`config.mk`:
```
export PLATFORM = sky130hd
export DESIGN_NAME = battery_load_protection
export DESIGN_NICKNAME = d
export VERILOG_FILES = /design/src/rtl/core/blp_pkg.sv /design/src/rtl/core/battery_load_protection.sv /design/src/rtl/core/blp_cfg.sv /design/src/rtl/core/blp_ctrl.sv
export SDC_FILE = /design/constraint.sdc
export NUM_CORES = 1
export LEC_CHECK = 0
export BUFFER_PORTS_ARGS = -buffer_cell sky130_fd_sc_hd__buf_2
export CAP_MARGIN = 25
export CORE_MARGIN = 1.5
export CORE_UTILIZATION = 50
export DETAILED_ROUTE_END_ITERATION = 12
export PLACE_DENSITY = 0.68
export SYNTH_ARGS = -nofsm -noshare
export SYNTH_HDL_FRONTEND = slang
export SYNTH_SLANG_ARGS = --single-unit
```
`constraint.sdc`:
```
create_clock -name aclk -period 5.34 [get_ports aclk]
set_clock_uncertainty 0.1 [all_clocks]
set_input_delay 0 -clock aclk [delete_from_list [all_inputs] [get_ports aclk]]
set_output_delay 0 -clock aclk [all_outputs]
set_load 0.03 [all_outputs]
```
`src/rtl/core/blp_pkg.sv`:
```
// ----------------------------------------------------------------------------
// blp_pkg
// Shared types and constants of the battery load protection block.
// ----------------------------------------------------------------------------
package blp_pkg;

    // event kinds
    localparam logic [1:0] FUNC_SLEEP  = 2'd0;
    localparam logic [1:0] FUNC_WAKE   = 2'd1;
    localparam logic [1:0] FUNC_MANUAL = 2'd2;

    // action codes
    localparam logic [1:0] ACT_NONE = 2'd0;
    localparam logic [1:0] ACT_OFF  = 2'd1;
    localparam logic [1:0] ACT_ON   = 2'd2;

    // configuration register indexes
    localparam logic [2:0] CFG_OFF_THRESHOLD = 3'd0;
    localparam logic [2:0] CFG_ON_HYST       = 3'd1;
    localparam logic [2:0] CFG_MIN_OFF       = 3'd2;
    localparam logic [2:0] CFG_MAX_OFF       = 3'd3;
    localparam logic [2:0] CFG_PROT_EN       = 3'd4;
    localparam logic [2:0] CFG_CRIT_SLEEP    = 3'd5;
    localparam logic [2:0] CFG_MED_SLEEP     = 3'd6;
    localparam logic [2:0] CFG_HIGH_SLEEP    = 3'd7;

    // sleep lengths in seconds
    localparam logic [16:0] CRIT_SLEEP_SEC = 17'd3600;
    localparam logic [16:0] LOW_SLEEP_SEC  = 17'd1800;
    localparam logic [16:0] MED_SLEEP_SEC  = 17'd900;
    localparam logic [16:0] HIGH_SLEEP_SEC = 17'd300;

    // wake counter wraps to zero above this
    localparam logic [9:0] WAKE_LIMIT = 10'd1000;

    localparam logic [23:0] OFF_MAX = 24'hFFFFFF;

    typedef struct packed {
        logic [12:0] off_threshold_mv;
        logic [12:0] on_hysteresis_mv;
        logic [23:0] min_off_seconds;
        logic [23:0] max_off_seconds;
        logic        protection_enable;
        logic [12:0] critical_sleep_mv;
        logic [12:0] medium_sleep_mv;
        logic [12:0] high_sleep_mv;
    } blp_cfg_t;

    typedef struct packed {
        logic [1:0]  func;
        logic [12:0] battery_mv;
        logic        manual_on;
    } blp_item_t;

    typedef struct packed {
        logic [16:0] sleep_len;
        logic        load_on;
        logic        protection_active;
        logic [23:0] off_time_seconds;
        logic [9:0]  wake_number;
        logic [1:0]  action;
    } blp_result_t;

endpackage

```
`src/rtl/core/battery_load_protection.sv`:
```
// ----------------------------------------------------------------------------
// battery_load_protection
// Top level: input register, event logic and result register.
// ----------------------------------------------------------------------------
// Each event passes from the input register to the result register, and a new
// event is accepted every cycle as long as the result side keeps taking
// results; result valid rises once the result register has taken the event.
// The rate is set by the update of the load/protection state, which every
// event reads and writes. Configuration writes take effect on the next cycle
// and should be made while no event is in flight.
module battery_load_protection (
    input  logic        aclk,
    input  logic        aresetn,

    input  logic        s_valid,
    output logic        s_ready,
    input  logic [1:0]  s_func,
    input  logic [12:0] s_battery_mv,
    input  logic        s_manual_on,

    output logic        m_valid,
    input  logic        m_ready,
    output logic [16:0] m_sleep_len,
    output logic        m_load_on,
    output logic        m_protection_active,
    output logic [23:0] m_off_time_seconds,
    output logic [9:0]  m_wake_number,
    output logic [1:0]  m_action,

    input  logic        cfg_wr_en,
    input  logic [2:0]  cfg_index,
    input  logic [23:0] cfg_wdata
);

    blp_pkg::blp_cfg_t    cfg;
    blp_pkg::blp_item_t   in_item_reg;
    blp_pkg::blp_result_t result;
    blp_pkg::blp_result_t out_reg;
    logic                 in_valid_reg;
    logic                 out_valid_reg;
    logic                 advance;

    // event moves from input register to result register when the latter frees
    assign advance = in_valid_reg && (!out_valid_reg || m_ready);
    assign s_ready = !in_valid_reg || advance;

    always_ff @(posedge aclk) begin
        if (!aresetn) begin
            in_valid_reg <= 1'b0;
        end else if (s_valid && s_ready) begin
            in_valid_reg <= 1'b1;
        end else if (advance) begin
            in_valid_reg <= 1'b0;
        end
    end

    always_ff @(posedge aclk) begin
        if (s_valid && s_ready) begin
            in_item_reg.func       <= s_func;
            in_item_reg.battery_mv <= s_battery_mv;
            in_item_reg.manual_on  <= s_manual_on;
        end
    end

    always_ff @(posedge aclk) begin
        if (!aresetn) begin
            out_valid_reg <= 1'b0;
        end else if (advance) begin
            out_valid_reg <= 1'b1;
        end else if (m_ready) begin
            out_valid_reg <= 1'b0;
        end
    end

    always_ff @(posedge aclk) begin
        if (advance) begin
            out_reg <= result;
        end
    end

    blp_cfg u_cfg (
        .aclk      (aclk),
        .aresetn   (aresetn),
        .cfg_wr_en (cfg_wr_en),
        .cfg_index (cfg_index),
        .cfg_wdata (cfg_wdata),
        .cfg       (cfg)
    );

    blp_ctrl u_ctrl (
        .aclk    (aclk),
        .aresetn (aresetn),
        .step    (advance),
        .item    (in_item_reg),
        .cfg     (cfg),
        .result  (result)
    );

    assign m_valid             = out_valid_reg;
    assign m_sleep_len         = out_reg.sleep_len;
    assign m_load_on           = out_reg.load_on;
    assign m_protection_active = out_reg.protection_active;
    assign m_off_time_seconds  = out_reg.off_time_seconds;
    assign m_wake_number       = out_reg.wake_number;
    assign m_action            = out_reg.action;

endmodule

```
`src/rtl/core/blp_cfg.sv`:
```
// ----------------------------------------------------------------------------
// blp_cfg
// Configuration register file, written through a plain write port.
// ----------------------------------------------------------------------------
module blp_cfg (
    input  logic              aclk,
    input  logic              aresetn,
    input  logic              cfg_wr_en,
    input  logic [2:0]        cfg_index,
    input  logic [23:0]       cfg_wdata,
    output blp_pkg::blp_cfg_t cfg
);

    blp_pkg::blp_cfg_t cfg_reg;

    always_ff @(posedge aclk) begin
        if (!aresetn) begin
            cfg_reg.off_threshold_mv  <= 13'd3300;
            cfg_reg.on_hysteresis_mv  <= 13'd200;
            cfg_reg.min_off_seconds   <= 24'd3600;
            cfg_reg.max_off_seconds   <= 24'd86400;
            cfg_reg.protection_enable <= 1'b1;
            cfg_reg.critical_sleep_mv <= 13'd3200;
            cfg_reg.medium_sleep_mv   <= 13'd3600;
            cfg_reg.high_sleep_mv     <= 13'd3900;
        end else if (cfg_wr_en) begin
            unique case (cfg_index)
                blp_pkg::CFG_OFF_THRESHOLD: cfg_reg.off_threshold_mv  <= cfg_wdata[12:0];
                blp_pkg::CFG_ON_HYST:       cfg_reg.on_hysteresis_mv  <= cfg_wdata[12:0];
                blp_pkg::CFG_MIN_OFF:       cfg_reg.min_off_seconds   <= cfg_wdata;
                blp_pkg::CFG_MAX_OFF:       cfg_reg.max_off_seconds   <= cfg_wdata;
                blp_pkg::CFG_PROT_EN:       cfg_reg.protection_enable <= cfg_wdata[0];
                blp_pkg::CFG_CRIT_SLEEP:    cfg_reg.critical_sleep_mv <= cfg_wdata[12:0];
                blp_pkg::CFG_MED_SLEEP:     cfg_reg.medium_sleep_mv   <= cfg_wdata[12:0];
                blp_pkg::CFG_HIGH_SLEEP:    cfg_reg.high_sleep_mv     <= cfg_wdata[12:0];
                default: ;
            endcase
        end
    end

    assign cfg = cfg_reg;

endmodule

```
`src/rtl/core/blp_ctrl.sv`:
```
// ----------------------------------------------------------------------------
// blp_ctrl
// Load/protection state and the single-pass decision logic for one event.
// ----------------------------------------------------------------------------
module blp_ctrl (
    input  logic                 aclk,
    input  logic                 aresetn,
    input  logic                 step,
    input  blp_pkg::blp_item_t   item,
    input  blp_pkg::blp_cfg_t    cfg,
    output blp_pkg::blp_result_t result
);

    logic        load_reg,    load_next;
    logic        protect_reg, protect_next;
    logic [23:0] off_reg,     off_next;
    logic [16:0] last_reg,    last_next;
    logic [9:0]  wake_reg,    wake_next;

    logic        low;
    logic [16:0] sleep_sel;
    logic [10:0] wake_sum;
    logic [24:0] off_sum;
    logic [23:0] off_acc;
    logic [13:0] recover_th;
    logic        good;
    logic        min_ok;
    logic        max_ok;

    always_ff @(posedge aclk) begin
        if (!aresetn) begin
            load_reg    <= 1'b1;
            protect_reg <= 1'b0;
            off_reg     <= '0;
            last_reg    <= '0;
            wake_reg    <= '0;
        end else if (step) begin
            load_reg    <= load_next;
            protect_reg <= protect_next;
            off_reg     <= off_next;
            last_reg    <= last_next;
            wake_reg    <= wake_next;
        end
    end

    always_comb begin
        low = (item.battery_mv < cfg.off_threshold_mv) && cfg.protection_enable;

        priority if (item.battery_mv < cfg.critical_sleep_mv) begin
            sleep_sel = blp_pkg::CRIT_SLEEP_SEC;
        end else if (item.battery_mv < cfg.medium_sleep_mv) begin
            sleep_sel = blp_pkg::LOW_SLEEP_SEC;
        end else if (item.battery_mv < cfg.high_sleep_mv) begin
            sleep_sel = blp_pkg::MED_SLEEP_SEC;
        end else begin
            sleep_sel = blp_pkg::HIGH_SLEEP_SEC;
        end

        wake_sum = {1'b0, wake_reg} + 11'd1;

        // off time accumulates only inside a protection period, saturating
        off_sum = {1'b0, off_reg} + {8'd0, last_reg};
        if (!protect_reg) begin
            off_acc = off_reg;
        end else if (off_sum[24]) begin
            off_acc = blp_pkg::OFF_MAX;
        end else begin
            off_acc = off_sum[23:0];
        end

        recover_th = {1'b0, cfg.off_threshold_mv} + {1'b0, cfg.on_hysteresis_mv};
        good   = {1'b0, item.battery_mv} >= recover_th;
        min_ok = off_acc >= cfg.min_off_seconds;
        max_ok = off_acc >= cfg.max_off_seconds;

        load_next    = load_reg;
        protect_next = protect_reg;
        off_next     = off_reg;
        last_next    = last_reg;
        wake_next    = wake_reg;
        result.sleep_len = '0;

        unique case (item.func)
            blp_pkg::FUNC_SLEEP: begin
                wake_next = (wake_sum > {1'b0, blp_pkg::WAKE_LIMIT}) ? '0 : wake_sum[9:0];
                last_next = sleep_sel;
                result.sleep_len = sleep_sel;
                if (low) begin
                    load_next = 1'b0;
                    if (!protect_reg) begin
                        protect_next = 1'b1;
                        off_next     = '0;
                    end
                end
            end
            blp_pkg::FUNC_WAKE: begin
                off_next = off_acc;
                priority if (low) begin
                    if (load_reg) begin
                        load_next = 1'b0;
                        if (!protect_reg) begin
                            protect_next = 1'b1;
                            off_next     = '0;
                        end
                    end
                end else if (protect_reg && !load_reg) begin
                    if ((good && min_ok) || max_ok) begin
                        load_next    = 1'b1;
                        protect_next = 1'b0;
                        off_next     = '0;
                    end
                end else if ((item.battery_mv >= cfg.off_threshold_mv) && !load_reg) begin
                    load_next = 1'b1;
                end else begin
                end
            end
            blp_pkg::FUNC_MANUAL: begin
                load_next = item.manual_on;
            end
            default: ;
        endcase

        result.load_on           = load_next;
        result.protection_active = protect_next;
        result.off_time_seconds  = off_next;
        result.wake_number       = wake_next;
        if (load_reg && !load_next) begin
            result.action = blp_pkg::ACT_OFF;
        end else if (!load_reg && load_next) begin
            result.action = blp_pkg::ACT_ON;
        end else begin
            result.action = blp_pkg::ACT_NONE;
        end
    end

endmodule

```
==> impl_metrics.csv <==
group,metric,value,unit
placement,hpwl,23.0,mm
timing,hold_viol_final,0,
yosys,yosysWarnings,0,
worst_hold_path,worstHoldPathType,"input port to flop",
grt,globalRouteMet3Util,0.0322,
placement,port_buffers,96,
timing,min_period_over_period,0.937,
yosys,synth_edf_count,62,
setup_path,required,5480,ps
yosys,synth_cell_type_count,76,
layout,drive_gt1_frac,0.106,
timing,min_period,5000,ps
timing,tightest_slew,990,ps
power,p_per_area,271,nW/um^2
worst_hold_path,hold_path_depth,2,
clock_tree,post_cts_buffers,0,
layout,n_antenna_cell,0,
route,vias,10800,
grt,grt_max_degree,79,
clock_tree,clock_path_buffers,3,
power,p_leak,6.18,nW
setup_path,cp_max_fo,4,
grt,met1_usage,0.341,
route,firstDrtPassIters,6,
yosys,synth-main-ff-cell,"dfxtp_1",
setup_path,rr_endpoint,"m_load_on$_DFFE_PP_",
layout,design_area,14900,sq um
yosys,synthesis.area,12900,sq um
yosys,yosysSeqAreaShare,0.394,
layout,final_util,0.591,
placement,pre_cts_ws,287,ps
setup_path,rr_worst_depth,17,
layout,largest_reg_flops,114,
clock_tree,path_clk_slew,60,ps
job,drv_cap,0,
layout,nets,1783,
power,irDropWorstVdd,0.000231,V
grt,grt_pass1_wl,51.7,mm
grt,antenna_found_initial,0,
die,die_area,26700,sq um
timing,clock.fmax,200,MHz
layout,instances_no_fill,1948,
route,drt.antenna.violating_nets,0,
setup_path,r2r_slack,340,ps
worst_hold_path,hold_path_startpoint,"s_battery_mv[2]",
clock_tree,cts_root_buffer,"clkbuf_16",
setup_path,start_kind,"flop",
timing,final.setup.tns,0,ps
route,wl_per_cell,16.3,microns
route,drc_errors,0,
die,die_height,163,microns
timing,hold_ws,89.1,ps
yosys,ys_ff_latch,222,
clock_tree,cts_tree,"done",
power,total_power,4.03,mW
placement,placedCellCount,1854,
timing,worst_slack,337,ps
layout,synthToLayoutAreaGrowth,15.8,%
timing,slew_viol_final,0,
yosys,syn_avg_cell_area,8.71,sq um
yosys,synthArstFlopShare,0,
grt,busiest_layer,"met2",
setup_path,cp-end-kind,"flop",
outcome,status,"finished, final reports clean",
clock_tree,cts_sinks,222,
route,wirelength,31.7,mm
die,rows,58,
yosys,synth_cells,1477,
setup_path,path_class,"flop to flop",
clock_tree,clock_latency,520,ps
die,pin_count,105,
grt,grt_pass1_vias,10100,
timing,rsz0062_at_grt,"no",
worst_hold_path,hold_end,"in_item_reg[3]$_DFFE_PP_",
route,drt-vias-per-instance,5.53,
die,initial_core_util,0.511,
clock_tree,h-tree-depth,1,
placement,place_congestion,0.951,
setup_path,reg2reg_from,"u_ctrl.last_reg[2]$_SDFFE_PN0P_",
grt,grt_usage,0.240,
timing,setup_violations,0,
route,drtIter0Drc,847,
placement,placed_cell_area,13600,sq um
die,die_x,163,microns
clock_tree,numCtsBuffers,25,
timing,max-slew-margin-rel,0.338,
grt,grt-ovfl-total,0,
setup_path,critical_path_arrival,5150,ps
die,core-area,25200,sq um
grt,grt_use_met2,0.381,
[placed cells by master, fill, tap and decap left out, types with 12 or more instances in the layout]
cell type,instances
nand2b_1,14
inv_1,123
dlygate4sd3_1,49
xor2_1,14
a32o_1,12
o21a_1,16
a31oi_1,12
a21boi_0,87
o21ai_0,56
buf_2,95
nor2_1,71
a21oi_1,53
o21ai_1,23
and3_1,12
nand4_1,12
o211ai_1,44
buf_4,20
nand3_1,34
nand2_1,272
edfxtp_1,62
nor3_1,13
a21o_1,22
nor2b_1,20
ha_1,133
dfxtp_1,160
clkbuf_16,25
[power breakdown]
group	leakage (nW)	switching (mW)	internal (mW)
Sequential	1.88	0.0349	1.78
Combinational	3.91	0.303	0.186
Clock	0.390	0.685	1.04
[final cells by class]
type / count / area (sq um)
inverter: 124 / 465
tap: 330 / 413
fill: 2273 / 10300
clock inverter: 7 / 116
multi-input combinational: 1063 / 7020
timing repair buffer: 164 / 1120
clock buffer: 38 / 694
sequential: 222 / 5060
[cell families (layout without fill, tap and decap cells)]
logic type | count (synthesis) | count (layout) | share of synthesized area
xor+xnor | 22 | 22 | 0.0150
compound gates | 413 | 413 | 0.226
other cells | 1 | 8 | 0.000292
buf+inv | 199 | 333 | 0.0646
fa+ha+maj | 135 | 135 | 0.132
mux | 3 | 3 | 0.00233
simple gates | 482 | 482 | 0.166
flops | 222 | 222 | 0.394
[metal layers]
metal  wire length [microns]  up-vias
met5                       0        -
met4                     701        0
met3                    1670       50
met2                   14100      273
met1                   15300     5001
li1                        -     5457
[worst max-delay path, stage by stage, from the launching register on]
cell and delay, ps:
dfxtp_1 310, ha_1 220, fa_1 420, a211o_1 330, a21boi_1 180, nor2_1 130, o21a_1 200, o21a_1 180
o21ai_0 290, o21ai_0 270, ha_1 270, a211oi_1 220, o211ai_1 130, a2111o_1 370, a211o_1 360, a21oi_1 370
a2111o_1 290, a22oi_1 80
[synth_stat cells (7+ instances only)]
library cell | n | area, sq um
o211ai_1 | 44 | 330
a31oi_1 | 12 | 75.1
a21boi_0 | 87 | 653
o21ai_0 | 57 | 285
a22o_1 | 8 | 70.1
edfxtp_1 | 62 | 1860
nor2b_1 | 20 | 125
ha_1 | 133 | 1660
buf_2 | 7 | 35.0
a21o_1 | 22 | 165
a211oi_1 | 10 | 75.1
nand4_1 | 12 | 75.1
inv_1 | 123 | 462
nand2_1 | 272 | 1020
a32o_1 | 12 | 120
buf_4 | 10 | 75.1
nor2_1 | 73 | 274
dfxtp_1 | 160 | 3200
o21ai_1 | 22 | 110
a21oi_1 | 54 | 270
o21a_1 | 16 | 120
clkbuf_1 | 52 | 195
nor3_1 | 14 | 70.1
o31ai_1 | 11 | 82.6
and3_1 | 12 | 75.1
xor2_1 | 14 | 123
xnor2_1 | 8 | 70.1
nand3_1 | 34 | 170
nand2b_1 | 14 | 87.6
[how the worst max path moves through the flow]
stage | start | endpoint | slack [ps]
6_report | u_ctrl.last_reg[2]$_SDFFE_PN0P_ | m_load_on$_DFFE_PP_ | 340
5_1_grt | u_ctrl.last_reg[2]$_SDFFE_PN0P_ | m_action[1]$_SDFFCE_PP0P_ | 1
4_1_cts | u_ctrl.last_reg[2]$_SDFFE_PN0P_ | u_ctrl.off_reg[10]$_SDFFE_PN0P_ | 260
3_5_place_dp | u_ctrl.last_reg[2]$_SDFFE_PN0P_ | u_ctrl.off_reg[1]$_SDFFE_PN0P_ | 290
3_3_place_gp | u_ctrl.last_reg[2]$_SDFFE_PN0P_ | m_action[1]$_SDFFCE_PP0P_ | 430
2_1_floorplan | u_ctrl.last_reg[2]$_SDFFE_PN0P_ | m_action[0]$_SDFFCE_PP1P_ | 730
[what timing repair did]
| action | in CTS | in global routing |
|---|---|---|
| hold buffers | 49 | 0 |
| resized for setup | 0 | 4 |
| endpoints found under the setup margin | 0 | 21 |
| hold endpoints to repair | 149 | 0 |
Power figures use the tool's default switching activity.
